[src/design/lgg_pkg.sv]
// ----------------------------------------------------------------------------
// lgg_pkg: shared types and constants of the lift/gamma/gain grade
// Field widths, config codes, stage counts and the exp factor table.
// ----------------------------------------------------------------------------
package lgg_pkg;

    localparam int SAMPLE_BITS  = 16;
    localparam int LOG_FRAC     = 24;
    localparam int MANT_BITS    = 32;
    localparam int GAIN_BITS    = 16;
    localparam int LEVEL_BITS   = 14;
    localparam int GAMMA_BITS   = 16;
    localparam int EXP_BITS     = 6;
    localparam int Y_BITS       = EXP_BITS + LOG_FRAC;
    localparam int NUM_BITS     = Y_BITS + 12;
    localparam int N_BITS       = $clog2(SAMPLE_BITS + 1);
    localparam int CFG_IDX_BITS  = 2;
    localparam int CFG_DATA_BITS = 16;

    localparam int LOG_LAT  = 5 + LOG_FRAC;
    localparam int DIV_LAT  = NUM_BITS + 1;
    localparam int EXP_LAT  = LOG_FRAC + 2;
    localparam int PIPE_LAT = LOG_LAT + DIV_LAT + EXP_LAT;

    typedef enum logic [CFG_IDX_BITS-1:0] {
        CFG_GAIN   = 2'd0,
        CFG_LIFT   = 2'd1,
        CFG_OFFSET = 2'd2,
        CFG_GAMMA  = 2'd3
    } t_cfg_idx;

    typedef struct packed {
        logic [SAMPLE_BITS-1:0] red_in;
        logic [SAMPLE_BITS-1:0] green_in;
        logic [SAMPLE_BITS-1:0] blue_in;
        logic [SAMPLE_BITS-1:0] alpha_in;
    } t_pix_in;

    typedef struct packed {
        logic [SAMPLE_BITS-1:0] red_out;
        logic [SAMPLE_BITS-1:0] green_out;
        logic [SAMPLE_BITS-1:0] blue_out;
        logic [SAMPLE_BITS-1:0] alpha_out;
    } t_pix_out;

    // zero: result forced to 0, sat: result forced to full scale
    typedef struct packed {
        logic zero;
        logic sat;
    } t_flags;

    // 2^(-2^-k) in Q1.31: k-fold floor square root starting from one half
    function automatic logic [MANT_BITS-1:0] exp_factor(input int k);
        logic [63:0] c;
        logic [63:0] x;
        logic [63:0] res;
        logic [63:0] bt;
        c = 64'd1 << 30;
        for (int j = 1; j <= k; j++) begin
            x   = c << 31;
            res = 64'd0;
            for (int b = 0; b < 32; b++) begin
                bt = 64'd1 << (62 - 2 * b);
                if (x >= res + bt) begin
                    x   = x - (res + bt);
                    res = (res >> 1) + bt;
                end else begin
                    res = res >> 1;
                end
            end
            c = res;
        end
        return c[MANT_BITS-1:0];
    endfunction

endpackage

[src/design/lgg_div.sv]
// ----------------------------------------------------------------------------
// lgg_div: exponent scaling, z = L * 4096 / gamma
// Restoring divider unrolled one quotient bit per stage.
// ----------------------------------------------------------------------------
module lgg_div
    import lgg_pkg::*;
(
    input  logic                  i_clk,
    input  logic                  i_en,
    input  logic [EXP_BITS-1:0]   i_exp,
    input  logic [LOG_FRAC-1:0]   i_frac,
    input  t_flags                i_flags,
    input  logic [GAMMA_BITS-1:0] i_gamma,
    output logic [NUM_BITS-1:0]   o_z,
    output t_flags                o_flags
);

    logic [NUM_BITS-1:0]   r_num [0:NUM_BITS];
    logic [NUM_BITS-1:0]   r_q   [0:NUM_BITS];
    logic [GAMMA_BITS-1:0] r_rem [0:NUM_BITS];
    t_flags                r_fl  [0:NUM_BITS];

    logic [Y_BITS-1:0] n_y;
    assign n_y = {i_exp, {LOG_FRAC{1'b0}}} - {{EXP_BITS{1'b0}}, i_frac};

    always_ff @(posedge i_clk) begin
        if (i_en) begin
            r_num[0] <= {n_y, 12'b0};
            r_q[0]   <= '0;
            r_rem[0] <= '0;
            r_fl[0]  <= i_flags;
        end
    end

    for (genvar i = 1; i <= NUM_BITS; i++) begin : g_bit
        logic [GAMMA_BITS:0] n_trial;
        logic                n_ge;
        logic [GAMMA_BITS:0] n_diff;
        assign n_trial = {r_rem[i-1], r_num[i-1][NUM_BITS-1]};
        assign n_ge    = n_trial >= {1'b0, i_gamma};
        assign n_diff  = n_trial - {1'b0, i_gamma};
        always_ff @(posedge i_clk) begin
            if (i_en) begin
                r_num[i] <= {r_num[i-1][NUM_BITS-2:0], 1'b0};
                r_q[i]   <= {r_q[i-1][NUM_BITS-2:0], n_ge};
                r_rem[i] <= n_ge ? n_diff[GAMMA_BITS-1:0] : n_trial[GAMMA_BITS-1:0];
                r_fl[i]  <= r_fl[i-1];
            end
        end
    end

    assign o_z     = r_q[NUM_BITS];
    assign o_flags = r_fl[NUM_BITS];

endmodule

[config.mk]
export PLATFORM = sky130hd
export DESIGN_NAME = lgg_div
export DESIGN_NICKNAME = d
export VERILOG_FILES = /design/src/design/lgg_pkg.sv /design/src/design/lgg_div.sv
export SDC_FILE = /design/constraint.sdc
export NUM_CORES = 2
export LEC_CHECK = 0
export BUFFER_PORTS_ARGS = -buffer_cell sky130_fd_sc_hd__buf_2
export CAP_MARGIN = 20
export CORE_MARGIN = 3
export CORE_UTILIZATION = 48
export CTS_BUF_LIST = sky130_fd_sc_hd__clkbuf_16
export DETAILED_ROUTE_END_ITERATION = 12
export GPL_ROUTABILITY_DRIVEN = 0
export GPL_TIMING_DRIVEN = 0
export PLACE_DENSITY = 0.71
export SLEW_MARGIN = 10
export SYNTH_ARGS = -nofsm -noshare
export SYNTH_HDL_FRONTEND = slang
export SYNTH_MEMORY_MAX_BITS = 65536
export SYNTH_SLANG_ARGS = --single-unit
export TNS_END_PERCENT = 10
[constraint.sdc]
create_clock -name i_clk -period 4.7 [get_ports i_clk]
set_input_delay 0.47 -clock i_clk [delete_from_list [all_inputs] [get_ports i_clk]]
set_output_delay 0.47 -clock i_clk [all_outputs]
set_load 0.1 [all_outputs]
=== Word-level counts from Yosys, hierarchy flattened ===
Memories as Yosys holds them, arrays and structs flattened.
Cells that the tools add are included.

* Add/sub/neg operators: 43
* $mul: 0
* Div/mod/pow operators: 0
* $lt $le $gt $ge: 42
* Eq/ne operators: 0
* Shifts and indexed selects: 0
* Muxes and demuxes: 44
* Bitwise gates (word level): 0
* Reduce and logical (&&, ||, !) cells: 0

{| class="wikitable"
|+ Operator list
! cell !! number
|-
| $ge 17x16->1 || 42
|-
| $mux 16 || 42
|-
| $sub 16x16->16 || 42
|-
| $sub 30x24->30 || 1
|-
| $mux 1 || 2
|}

* Bits in registers: 0
* Bits in latches: 0
* RAM bits: 4,343
* Memory bits (read-only): 0
* Output and inout bits: 44
* Word-level logic and storage cells: 133
* Memories: 4

{| class="wikitable"
|+ Memories
! name !! depth !! width !! read ports !! clocked after Yosys merged registers in !! write ports !! RTL line !! text
|-
| r_q || 43 || 42 || 43 || 0 || 43 || lgg_div.sv:19 || <nowiki>logic [NUM_BITS-1:0] r_q [0:NUM_BITS];</nowiki>
|-
| r_num || 43 || 41 || 42 || 0 || 43 || lgg_div.sv:18 || <nowiki>logic [NUM_BITS-1:0] r_num [0:NUM_BITS];</nowiki>
|-
| r_rem || 43 || 16 || 42 || 0 || 43 || lgg_div.sv:20 || <nowiki>logic [GAMMA_BITS-1:0] r_rem [0:NUM_BITS];</nowiki>
|-
| r_fl || 43 || 2 || 43 || 0 || 43 || lgg_div.sv:21 || <nowiki>t_flags r_fl [0:NUM_BITS];</nowiki>
|}

=== Logic depth before layout (Yosys ltp) ===
An unclocked memory read counts as a cell.

* Depth in word-level cells: 3
* Depth in mapped cells: 13
* Gate-level depth less buffers: 12

=== Worst setup path after synthesis ===
Ideal clock, no wire load.

* Path type: input to register
* From: input port i_gamma[1]
* To: memory r_rem[7][8], in the netlist r_rem[0][120], data pin
* Arrival time: 3,904 ps
* Data required time: 4,440 ps
* Path slack: 536 ps
* Stages: 12
* Buffers on the path: 1
* Cell sequence: inv_1 ha_1 nor2b_1 o31ai_1 a21oi_1 nor4_1 o41ai_1 a31oi_1 nor3b_1 nor4_2 buf_4 mux2_2

{| class="wikitable"
|+ RTL lines
! what !! RTL line !! text
|-
| start: declaration || lgg_div.sv:13 || <nowiki>input logic [GAMMA_BITS-1:0] i_gamma,</nowiki>
|-
| end: declaration || lgg_div.sv:20 ||
|}

==> flow_metrics.py <==
metrics = {
    "outcome": {
        "status": "finished clean",
    },
    "grt": {
        "global_route.usage.met1": 0.230,
        "use_met2": 0.283,
        "busiest_layer": "met2",
        "grt_pass1_wl_microns": 302000,
        "grt_pass1_vias": 59000,
        "antenna_found_initial": 0,
        "grt_overflow": 0,
        "met3_usage": 0.0288,
        "grt_start_max_net_pins": 167,
        "track_usage": 0.172,
    },
    "timing": {
        "hold_violations": 0,
        "finalMaxSlewViolations": 0,
        "rsz0062_at_grt": "no",
        "fin_skew_ns": 0.0451,
        "fin_crit_sh": 0.935,
        "period_needed_ns": 4.39,
        "tightestPinTransition_ns": 1.04,
        "timing.slew.headroom": 0.308,
        "finalSetupViolCount": 0,
        "tns_ns": 0,
        "max_freq_ghz": 0.228,
    },
    "detailed_routing": {
        "drc": 0,
        "routed_wl_microns": 188000,
        "detail-route-antenna-nets": 0,
        "viasPerCell": 5.62,
        "drtPass1Iterations": 10,
        "via_count": 59400,
        "routedWlPerCell_microns": 17.8,
        "first_iter_violations": 5021,
    },
    "final_layout": {
        "layout.nets": 8353,
        "num-fill-cells": 16200,
        "fin_area_sq_mm": 0.113,
        "synthToLayoutAreaGrowth_pct": 12.7,
        "antennaDiodeCount": 0,
        "drive_gt1_frac": 0.119,
        "final_cell_count_no_fill": 10600,
        "utilization": 0.547,
    },
    "logic_synthesis": {
        "synthXorXnorAreaFrac": 0.0434,
        "synth_compound_area_frac": 0.0997,
        "synth_commonest_cells": "edfxtp_1 (2110), ha_1 (658), a21oi_1 (630)",
        "syn_area_sq_mm": 0.100,
        "syn_avg_cell_area_sq_um": 13.9,
        "yosysWarningCount": 0,
        "synth_fa_ha_area_frac": 0.0903,
        "synth_edf_count": 2110,
        "syn_nets": 7962,
        "synth.top_cell.area_share": 0.634,
        "ys_ff_latch": 2110,
        "synth_top_family_by_area": "compound AO/OA/AOI/OAI gates",
        "synthArstFlopShare": 0,
        "synth-simple-area-share": 0.0762,
        "netlist_instances": 7214,
        "synth.most_common_cell": "edfxtp_1",
        "ys_seq_area_frac": 0.634,
        "synth_area_leaders": "edfxtp_1 (63%), ha_1 (8.2%), mux2_2 (3.6%)",
        "synthFlopType": "edfxtp_1",
        "synth.mux.area_fraction": 0.0418,
        "yosysUniqueCellTypes": 81,
        "yosysTopAreaCell": "edfxtp_1",
    },
    "floorplanning": {
        "dieArea_sq_mm": 0.214,
        "ios": 94,
        "core_sq_mm": 0.206,
        "floorplan.initialDensity": 0.486,
        "fp.dieH_microns": 462,
        "num_rows": 166,
        "die_x_microns": 462,
    },
    "clocking": {
        "htree_levels": 4,
        "clockRootBuffer": "clkbuf_16",
        "cts.clk_slew.worst_paths_ns": 0.06,
        "clkLatencyLatePin_ns": 0.86,
        "postCtsHoldBufs": 47,
        "cts_setup_buffers": 0,
        "cts_resized": 0,
        "cts_tree": "yes",
        "cts_buffers": 217,
        "clockBufferDepth": 3,
        "cts.sinks": 2110,
    },
    "power_and_ir_drop": {
        "ir_worst_vdd_mv": 0.418,
        "powerDensity_mw_per_mm2": 666,
        "leakagePower_uw": 0.0419,
        "totalPowerFinal_uw": 75100,
    },
    "worst_hold_path": {
        "worst_hold_path_type": "in2reg",
    },
    "job": {
        "cap_violations": 0,
    },
    "worst_setup_path": {
        "critical_path_class": "in2reg",
        "crit_slowest_cell": "a2bb2oi_1",
        "path_cells": "buf_4 -> buf_16 -> inv_4 -> buf_16 -> ha_1 -> nor2b_1 -> o211ai_1 -> a21boi_0 -> o41ai_1 -> o21ai_0 -> nand2_1 -> a21boi_0 -> a2bb2oi_1 -> buf_2 -> mux2_2",
        "cp.required_ns": 5.29,
        "max_stage_delay_ns": 0.75,
        "worst_setup_path_end_kind": "flip-flop",
        "critPathMaxFanout": 29,
        "start_kind": "primary input",
        "cp.arrival_ns": 4.98,
    },
    "placed_design": {
        "place.detailed.hpwl_microns": 122000,
        "dp.cells": 10100,
        "place_area_sq_mm": 0.105,
        "io_buffers": 93,
    },
}
logic make-up after synthesis:
group / after synthesis
AND/OR/NAND/NOR: 1594
XOR/XNOR: 495
adder cells (fa/ha/maj): 698
buffers and inverters: 343
AO/OA/AOI/OAI: 1604
multiplexers: 370
flip-flops: 2110
layout make-up:
class                           instances  area (sq um)  area share
Buffer                                166           835     0.00741
Clock buffer                          218          5460      0.0484
Clock inverter                        182          1940      0.0173
Inverter                              177           702     0.00623
Multi-Input combinational cell       4761         35100       0.312
Sequential cell                      2110         63400       0.562
Tap cell                             2772          3470      0.0308
Timing Repair Buffer                  172          1780      0.0158
sequential cells by signal, indices dropped and copies added (netlist names):
name,flops
r_q,903
r_fl,86
r_num,465
r_rem,656
cells in the final DEF (no fill, tap or decap), types with 34 or more instances in the layout:
| cell | synthesis | routed |
|---|---|---|
| a211oi_1 | 37 | 37 |
| a21o_1 | 135 | 135 |
| a21oi_1 | 630 | 630 |
| a31oi_1 | 38 | 38 |
| and3_1 | 37 | 37 |
| buf_2 | 10 | 101 |
| buf_4 | 45 | 47 |
| bufinv_16 | 0 | 34 |
| clkbuf_1 | 100 | 100 |
| clkbuf_16 | 0 | 218 |
| clkinv_1 | 2 | 39 |
| clkinv_2 | 0 | 39 |
| dlygate4sd3_1 | 0 | 47 |
| edfxtp_1 | 2110 | 2110 |
| fa_1 | 40 | 40 |
| ha_1 | 658 | 658 |
| inv_1 | 175 | 196 |
| mux2_2 | 322 | 322 |
| mux2i_1 | 34 | 34 |
| nand2_1 | 308 | 308 |
| nand2b_1 | 109 | 109 |
| nand3_1 | 112 | 112 |
| nand4_1 | 93 | 93 |
| nor2_1 | 562 | 562 |
| nor2b_1 | 95 | 95 |
| nor3_1 | 122 | 122 |
| o21a_1 | 135 | 135 |
| o21ai_0 | 293 | 293 |
| o31ai_1 | 48 | 48 |
| or3_1 | 37 | 37 |
| xnor2_1 | 324 | 324 |
| xor2_1 | 171 | 171 |
stage by stage:
| stage | hold slack (ns) | worst slack [ns] |
|---|---|---|
| 2_1_floorplan | 0.400 | 0.536 |
| 3_3_place_gp | 0.400 | -29.81 |
| 3_5_place_dp | 0.405 | -0.511 |
| 4_1_cts | 0.232 | 0.429 |
| 5_1_grt | 0.280 | 0.0437 |
| 6_report | 0.329 | 0.307 |
worst paths after layout:
check          startpoint            end  slack (ns)  cells after the start
min reg2reg   r_q[0][210]    r_q[0][253]        0.39                      0
max            i_gamma[1]  r_rem[1][221]        0.31                     15
min           i_gamma[15]   r_rem[0][31]        0.33                      4
max reg2reg  r_rem[0][96]  r_rem[0][126]        0.73                     11
worst max-delay path: cells and delay by family:
| kind | cells | cell delay, ns |
|---|---|---|
| AND/OR/NAND/NOR | 2 | 0.27 |
| buffers and inverters | 5 | 1.64 |
| AO/OA/AOI/OAI | 6 | 1.71 |
| adder cells (fa/ha/maj) | 1 | 0.35 |
| multiplexers | 1 | 0.39 |
report_power, final:
group	switching, uW	leakage [uW]	internal [uW]
combinational	15800	0.0176	13200
sequential	1960	0.0206	26600
clock	7220	0.00372	10300
total	25000	0.0419	50100
routing by layer:
metal | share of wire | vias to the layer above
li1 | - | 28400
met2 | 0.47 | 1733
met4 | 0.035 | 0
met1 | 0.44 | 28700
met5 | 0 | -
met3 | 0.053 | 468
Power figures use the tool's default switching activity.
